File: config.mk
export PLATFORM = sky130hd
export DESIGN_NAME = rwt_deque
export DESIGN_NICKNAME = d
export VERILOG_FILES = /design/src/rtl/rwt_pkg.sv /design/src/rtl/rwt_deque.sv
export SDC_FILE = /design/constraint.sdc
export NUM_CORES = 2
export LEC_CHECK = 0
export BUFFER_PORTS_ARGS = -buffer_cell sky130_fd_sc_hd__buf_2
export CAP_MARGIN = 20
export CORE_UTILIZATION = 40
export CTS_CLUSTER_DIAMETER = 50
export DETAILED_ROUTE_END_ITERATION = 10
export GPL_ROUTABILITY_DRIVEN = 0
export SETUP_SLACK_MARGIN = 0.05
export SYNTH_ARGS = -nofsm -noshare
export SYNTH_HDL_FRONTEND = slang
export SYNTH_SLANG_ARGS = --single-unit
File: constraint.sdc
create_clock -name i_clk -period 7.5 [get_ports i_clk]
set_clock_uncertainty 0.1 [all_clocks]
set_input_delay 1.5 -clock i_clk [delete_from_list [all_inputs] [get_ports i_clk]]
set_output_delay 1.5 -clock i_clk [all_outputs]
set_load 0.1 [all_outputs]
File: src/rtl/rwt_pkg.sv
`timescale 1ns / 1ps
// Package for the RTT window tracker: word types, deque entry, FSM states,
// register indexes and constants. No dependencies.
package rwt_pkg;

    localparam int WINDOW_DEPTH_DEF = 32;
    localparam logic [36:0] LONG_WINDOW_FLOOR = 37'd10000000;
    localparam logic [4:0] MIN_WINDOW_FACTOR = 5'd20;
    localparam logic [31:0] INITIAL_RTT_RST = 32'd333000;
    localparam logic [31:0] GRANULARITY_RST = 32'd1000;

    typedef enum logic {
        CFG_INITIAL_RTT = 1'b0,
        CFG_GRANULARITY = 1'b1
    } t_cfg_index;

    typedef enum logic {
        FUNC_ADD   = 1'b0,
        FUNC_CLEAR = 1'b1
    } t_func;

    typedef struct packed {
        logic        func;
        logic [31:0] rtt_sample;
        logic [47:0] now_time;
    } t_in_word;

    typedef struct packed {
        logic [31:0] cur_rtt;
        logic [31:0] avg_rtt;
        logic [31:0] min_rtt;
        logic [31:0] floor_rtt;
    } t_out_word;

    typedef struct packed {
        logic [47:0] time_us;
        logic [31:0] value;
    } t_dq_entry;

    typedef struct packed {
        logic start;
        logic clear;
    } t_dq_ctrl;

    typedef struct packed {
        logic busy;
        logic nonempty;
    } t_dq_status;

    typedef enum logic [2:0] {
        DQ_IDLE,
        DQ_BACK_RD,
        DQ_BACK_CHK,
        DQ_PUSH,
        DQ_FRONT_RD,
        DQ_FRONT_CHK
    } t_dq_state;

    typedef enum logic [2:0] {
        ST_IDLE,
        ST_WIN,
        ST_RUN,
        ST_WAIT,
        ST_OUT
    } t_top_state;

endpackage

File: src/rtl/rwt_deque.sv
`timescale 1ns / 1ps
// Monotonic min-deque kept as a ring buffer in one synchronous RAM.
// Depends on rwt_pkg.
module rwt_deque import rwt_pkg::*; #(
    parameter int WINDOW_DEPTH = WINDOW_DEPTH_DEF
) (
    input  logic        i_clk,
    input  logic        i_rst_n,
    input  t_dq_ctrl    i_ctrl,
    input  logic [31:0] i_sample,
    input  logic [47:0] i_now,
    input  logic [36:0] i_window,
    output t_dq_status  o_status,
    output logic [31:0] o_front
);

    localparam int AW = (WINDOW_DEPTH > 1) ? $clog2(WINDOW_DEPTH) : 1;
    localparam int CW = $clog2(WINDOW_DEPTH + 1);
    localparam logic [CW:0] DEPTH_W = (CW + 1)'(WINDOW_DEPTH);

    t_dq_entry   mem [WINDOW_DEPTH];
    t_dq_entry   r_rd;
    t_dq_state   r_state, n_state;
    logic [AW-1:0] r_head, n_head;
    logic [CW-1:0] r_cnt, n_cnt;
    logic [31:0] r_front, n_front;
    logic [31:0] r_s;
    logic [47:0] r_now;
    logic [36:0] r_win;

    logic [AW-1:0] rd_addr, wr_addr, head_p;
    logic [CW-1:0] cnt_p;
    logic          wr_en, full, expired;

    function automatic logic [AW-1:0] wrap(input logic [AW-1:0] h, input logic [CW-1:0] off);
        logic [CW:0] sum;
        sum = (CW + 1)'(h) + (CW + 1)'(off);
        if (sum >= DEPTH_W) sum = sum - DEPTH_W;
        return sum[AW-1:0];
    endfunction

    assign full    = (r_cnt == CW'(WINDOW_DEPTH));
    assign head_p  = full ? wrap(r_head, CW'(1)) : r_head;
    assign cnt_p   = full ? CW'(WINDOW_DEPTH - 1) : r_cnt;
    assign expired = ({1'b0, r_rd.time_us} + 49'(r_win)) < {1'b0, r_now};

    always_comb begin
        n_state = r_state;
        unique case (r_state)
            DQ_IDLE:      if (i_ctrl.start) n_state = DQ_BACK_RD;
            DQ_BACK_RD:   n_state = (r_cnt == '0) ? DQ_PUSH : DQ_BACK_CHK;
            DQ_BACK_CHK:  n_state = (r_rd.value > r_s) ? DQ_BACK_RD : DQ_PUSH;
            DQ_PUSH:      n_state = DQ_FRONT_RD;
            DQ_FRONT_RD:  n_state = (r_cnt > CW'(1)) ? DQ_FRONT_CHK : DQ_IDLE;
            DQ_FRONT_CHK: n_state = expired ? DQ_FRONT_RD : DQ_IDLE;
            default:      n_state = DQ_IDLE;
        endcase
    end

    always_comb begin
        n_head  = r_head;
        n_cnt   = r_cnt;
        n_front = r_front;
        rd_addr = r_head;
        wr_addr = wrap(head_p, cnt_p);
        wr_en   = 1'b0;
        unique case (r_state)
            DQ_IDLE: if (i_ctrl.clear) n_cnt = '0;
            DQ_BACK_RD: rd_addr = wrap(r_head, r_cnt - CW'(1));
            DQ_BACK_CHK: if (r_rd.value > r_s) n_cnt = r_cnt - CW'(1);
            DQ_PUSH: begin
                wr_en  = 1'b1;
                n_head = head_p;
                n_cnt  = cnt_p + CW'(1);
            end
            DQ_FRONT_RD: if (r_cnt <= CW'(1)) n_front = r_s;
            DQ_FRONT_CHK: begin
                if (expired) begin
                    n_head = wrap(r_head, CW'(1));
                    n_cnt  = r_cnt - CW'(1);
                end else begin
                    n_front = r_rd.value;
                end
            end
            default: ;
        endcase
    end

    always_ff @(posedge i_clk) begin
        if (wr_en) mem[wr_addr] <= '{time_us: r_now, value: r_s};
        r_rd <= mem[rd_addr];
    end

    always_ff @(posedge i_clk) begin
        if (!i_rst_n) begin
            r_state <= DQ_IDLE;
            r_head  <= '0;
            r_cnt   <= '0;
        end else begin
            r_state <= n_state;
            r_head  <= n_head;
            r_cnt   <= n_cnt;
        end
        r_front <= n_front;
        if (r_state == DQ_IDLE && i_ctrl.start) begin
            r_s   <= i_sample;
            r_now <= i_now;
            r_win <= i_window;
        end
    end

    assign o_status.busy     = (r_state != DQ_IDLE);
    assign o_status.nonempty = (r_cnt != '0);
    assign o_front           = r_front;

endmodule

==> reports/results.tsv <==
metric	value	unit
rsz0062_at_grt	no	
worst_slew_pin_slew	1.20	ns
ctsResizeCount	0	
worstPathMaxFanout	25	
synth_top_flop_cell	edfxtp_1	
antenna_found_initial	9	
mostFrequentLayoutCell	edfxtp_1	
start_kind	flip-flop	
critPathKind	reg -> reg	
core	280000	sq um
status	finished clean	
power_frac_comb	0.290	
grt_pass1_wl	480000	microns
grt_remaining_overflow	0	
firstDrtPassIters	8	
cts_buffers	319	
fp.dieArea	284000	sq um
post-cts-setup-buffer-count	0	
rrSetupSlack	0.64	ns
drt_wl_total	327000	microns
powerDensity	366	nW/um^2
synth_seq_cells	2803	
synth_cell_types	67	
post-route-util	0.462	
maxCapViolCount	0	
grt_usage	0.226	
hold_class	reg -> reg	
syn_area	113000	sq um
cp-endpoint	o_front[23]	
ys.warnings.count	0	
leakagePower	44.7	nW
io_buffers	154	
netSwitchingFraction	0.343	
synthCells	8630	
final_cell_mix	edfxtp_1 (2709), nand2_1 (2658), nand3_1 (984)	
clk_path_buf_depth	4	
vias	72900	
reg2reg_from	r_win[0]	
grt_max_degree	143	
setup_viol	0	
nNetsFinal	9025	
drt_iter0_markers	8677	
ios	155	
design_area	129000	sq um
yosys.area.top_type_share	0.721	
cp.arrival	7.33	ns
synth_edf_count	2709	
row_count	194	
pwr-share-seq	0.392	
htreeDepth	5	
cts_root_buf	clkbuf_16	
startpoint	r_win[0]	
cts_sinks	2803	
hold_buffers	0	
max_freq	0.146	GHz
peakVddDrop	0.363	mV
internal-power	0.0310	W
synth_area_leaders	edfxtp_1 (72%), nand2_1 (8.8%), nand3_1 (4.4%)	
clkPwrFrac	0.318	
path_clk_slew	0.06	ns
drtAntennaViolNets	0	
worstSetupEndpointType	flip-flop	
hold_violations	0	
ys_seq_area_frac	0.738	
initial_core_util	0.403	
post_dp_cell_area	119000	sq um
period_share	0.914	
synth_async_sr_flop_share	0	
total_power	0.0473	W
r2r_end	o_front[23]	
detailed_place_hpwl	170000	microns
p_switching	0.0162	W
area_growth	14.6	%
max_slew_margin	0.199	
fin_tns_setup	0	ns
synth_top_area_cell	edfxtp_1	
die_width	533	microns
clock_latency	0.86	ns
drc_errors	0	
slew_viol_final	0	
syn_avg_cell_area	13.1	sq um
finalCriticalPeriod	6.86	ns
avgViaCountPerCell	5.72	
final_layout_size_suffix_gt1_frac	0.101	
grt_pass1_vias	71100	
reg2reg_depth	22	
die_y	533	microns
required	7.97	ns
cts_tree	done	
diodes	0	
syn-num-nets	8882	
routedWlPerCell	25.7	microns
-- kinds of logic after synthesis --
logic type	Yosys count	synth area share
xor gates and xnor gates	60	0.00466
muxes	13	0.00116
DFF	2803	0.738
adders and majority gates	131	0.0147
and+or+nand+nor	4052	0.154
buffers and inverters	669	0.0231
AOI/OAI and AO/OA	902	0.0650
-- per-stage QoR --
step,setup slack (ns),cells,hold slack [ns]
final,0.644,12700,0.435
after global routing,0.469,12700,0.465
after CTS,0.600,12700,0.427
after detailed placement,0.639,12200,0.420
after global placement,0.683,12200,0.406
after floorplan,0.444,8630,0.375
-- synth_stat cells (52+ instances only) --
library cell / count
edfxtp_1: 2709
nand2_1: 2658
nand3_1: 984
a311oi_1: 479
clkbuf_1: 462
and3_1: 244
ha_1: 128
dfxtp_1: 94
inv_1: 94
o31ai_1: 85
a311o_1: 79
nor2_1: 76
buf_2: 71
o21ai_0: 69
a21oi_1: 57
a21o_1: 52
-- metal layers --
layer  track usage  part of all wire
met5             0          0.000082
met3        0.0272             0.066
met1         0.305              0.41
met2         0.378              0.49
met4        0.0737             0.033
-- layout make-up --
class                           instances  area (sq um)
Clock buffer                          407          8620
Clock inverter                        158          1440
Fill cell                           24500        151000
Inverter                               94           353
Multi-Input combinational cell       5158         27300
Sequential cell                      2803         83200
Tap cell                             3724          4660
Timing Repair Buffer                  397          3640
-- worst min path at each step --
stage | start | to | slack, ns | cells after the start
after detailed placement | r_cnt[5] | r_cnt[5] | 0.42 | 2
after floorplan | r_cnt[5] | r_cnt[5] | 0.37 | 2
final | r_cnt[5] | r_cnt[5] | 0.43 | 2
after global routing | r_cnt[5] | r_cnt[5] | 0.47 | 2
after CTS | r_cnt[5] | r_cnt[5] | 0.43 | 2
after global placement | r_cnt[5] | r_cnt[5] | 0.41 | 2
-- flip-flops by register name, indices dropped and copies added, names as in the netlist --
register,flops
r_head,5
r_state,3
r_win,37
r_rd,80
mem,2560
r_s,32
o_front,32
r_cnt,6
r_now,48
-- power groups by stage --
stage               combinational (W)  clock [W]  sequential [W]
floorplan                     0.00859          0          0.0190
global route                   0.0148     0.0158          0.0186
detailed placement             0.0135          0          0.0189
finish                         0.0137     0.0150          0.0185
global placement               0.0133          0          0.0189
CTS                            0.0135     0.0152          0.0186
-- critical path, stage by stage, from the launching register on --
cell	delay, ns
edfxtp_1	0.36
ha_1	0.22
fa_1	0.45
a211oi_1	0.30
nor2_1	0.16
o32ai_1	0.65
o22ai_1	0.34
nor2_2	0.40
o31ai_1	0.20
a31oi_1	0.53
nor2_1	0.14
xor2_1	0.17
ha_1	0.30
nand3_1	0.14
nor3_1	0.08
o31ai_1	0.09
a31oi_1	0.15
a211oi_1	0.25
nand3_1	0.15
a311oi_4	0.75
nor2_1	0.10
o21ba_2	0.33
buf_12	0.19
Power figures use the tool's default switching activity.
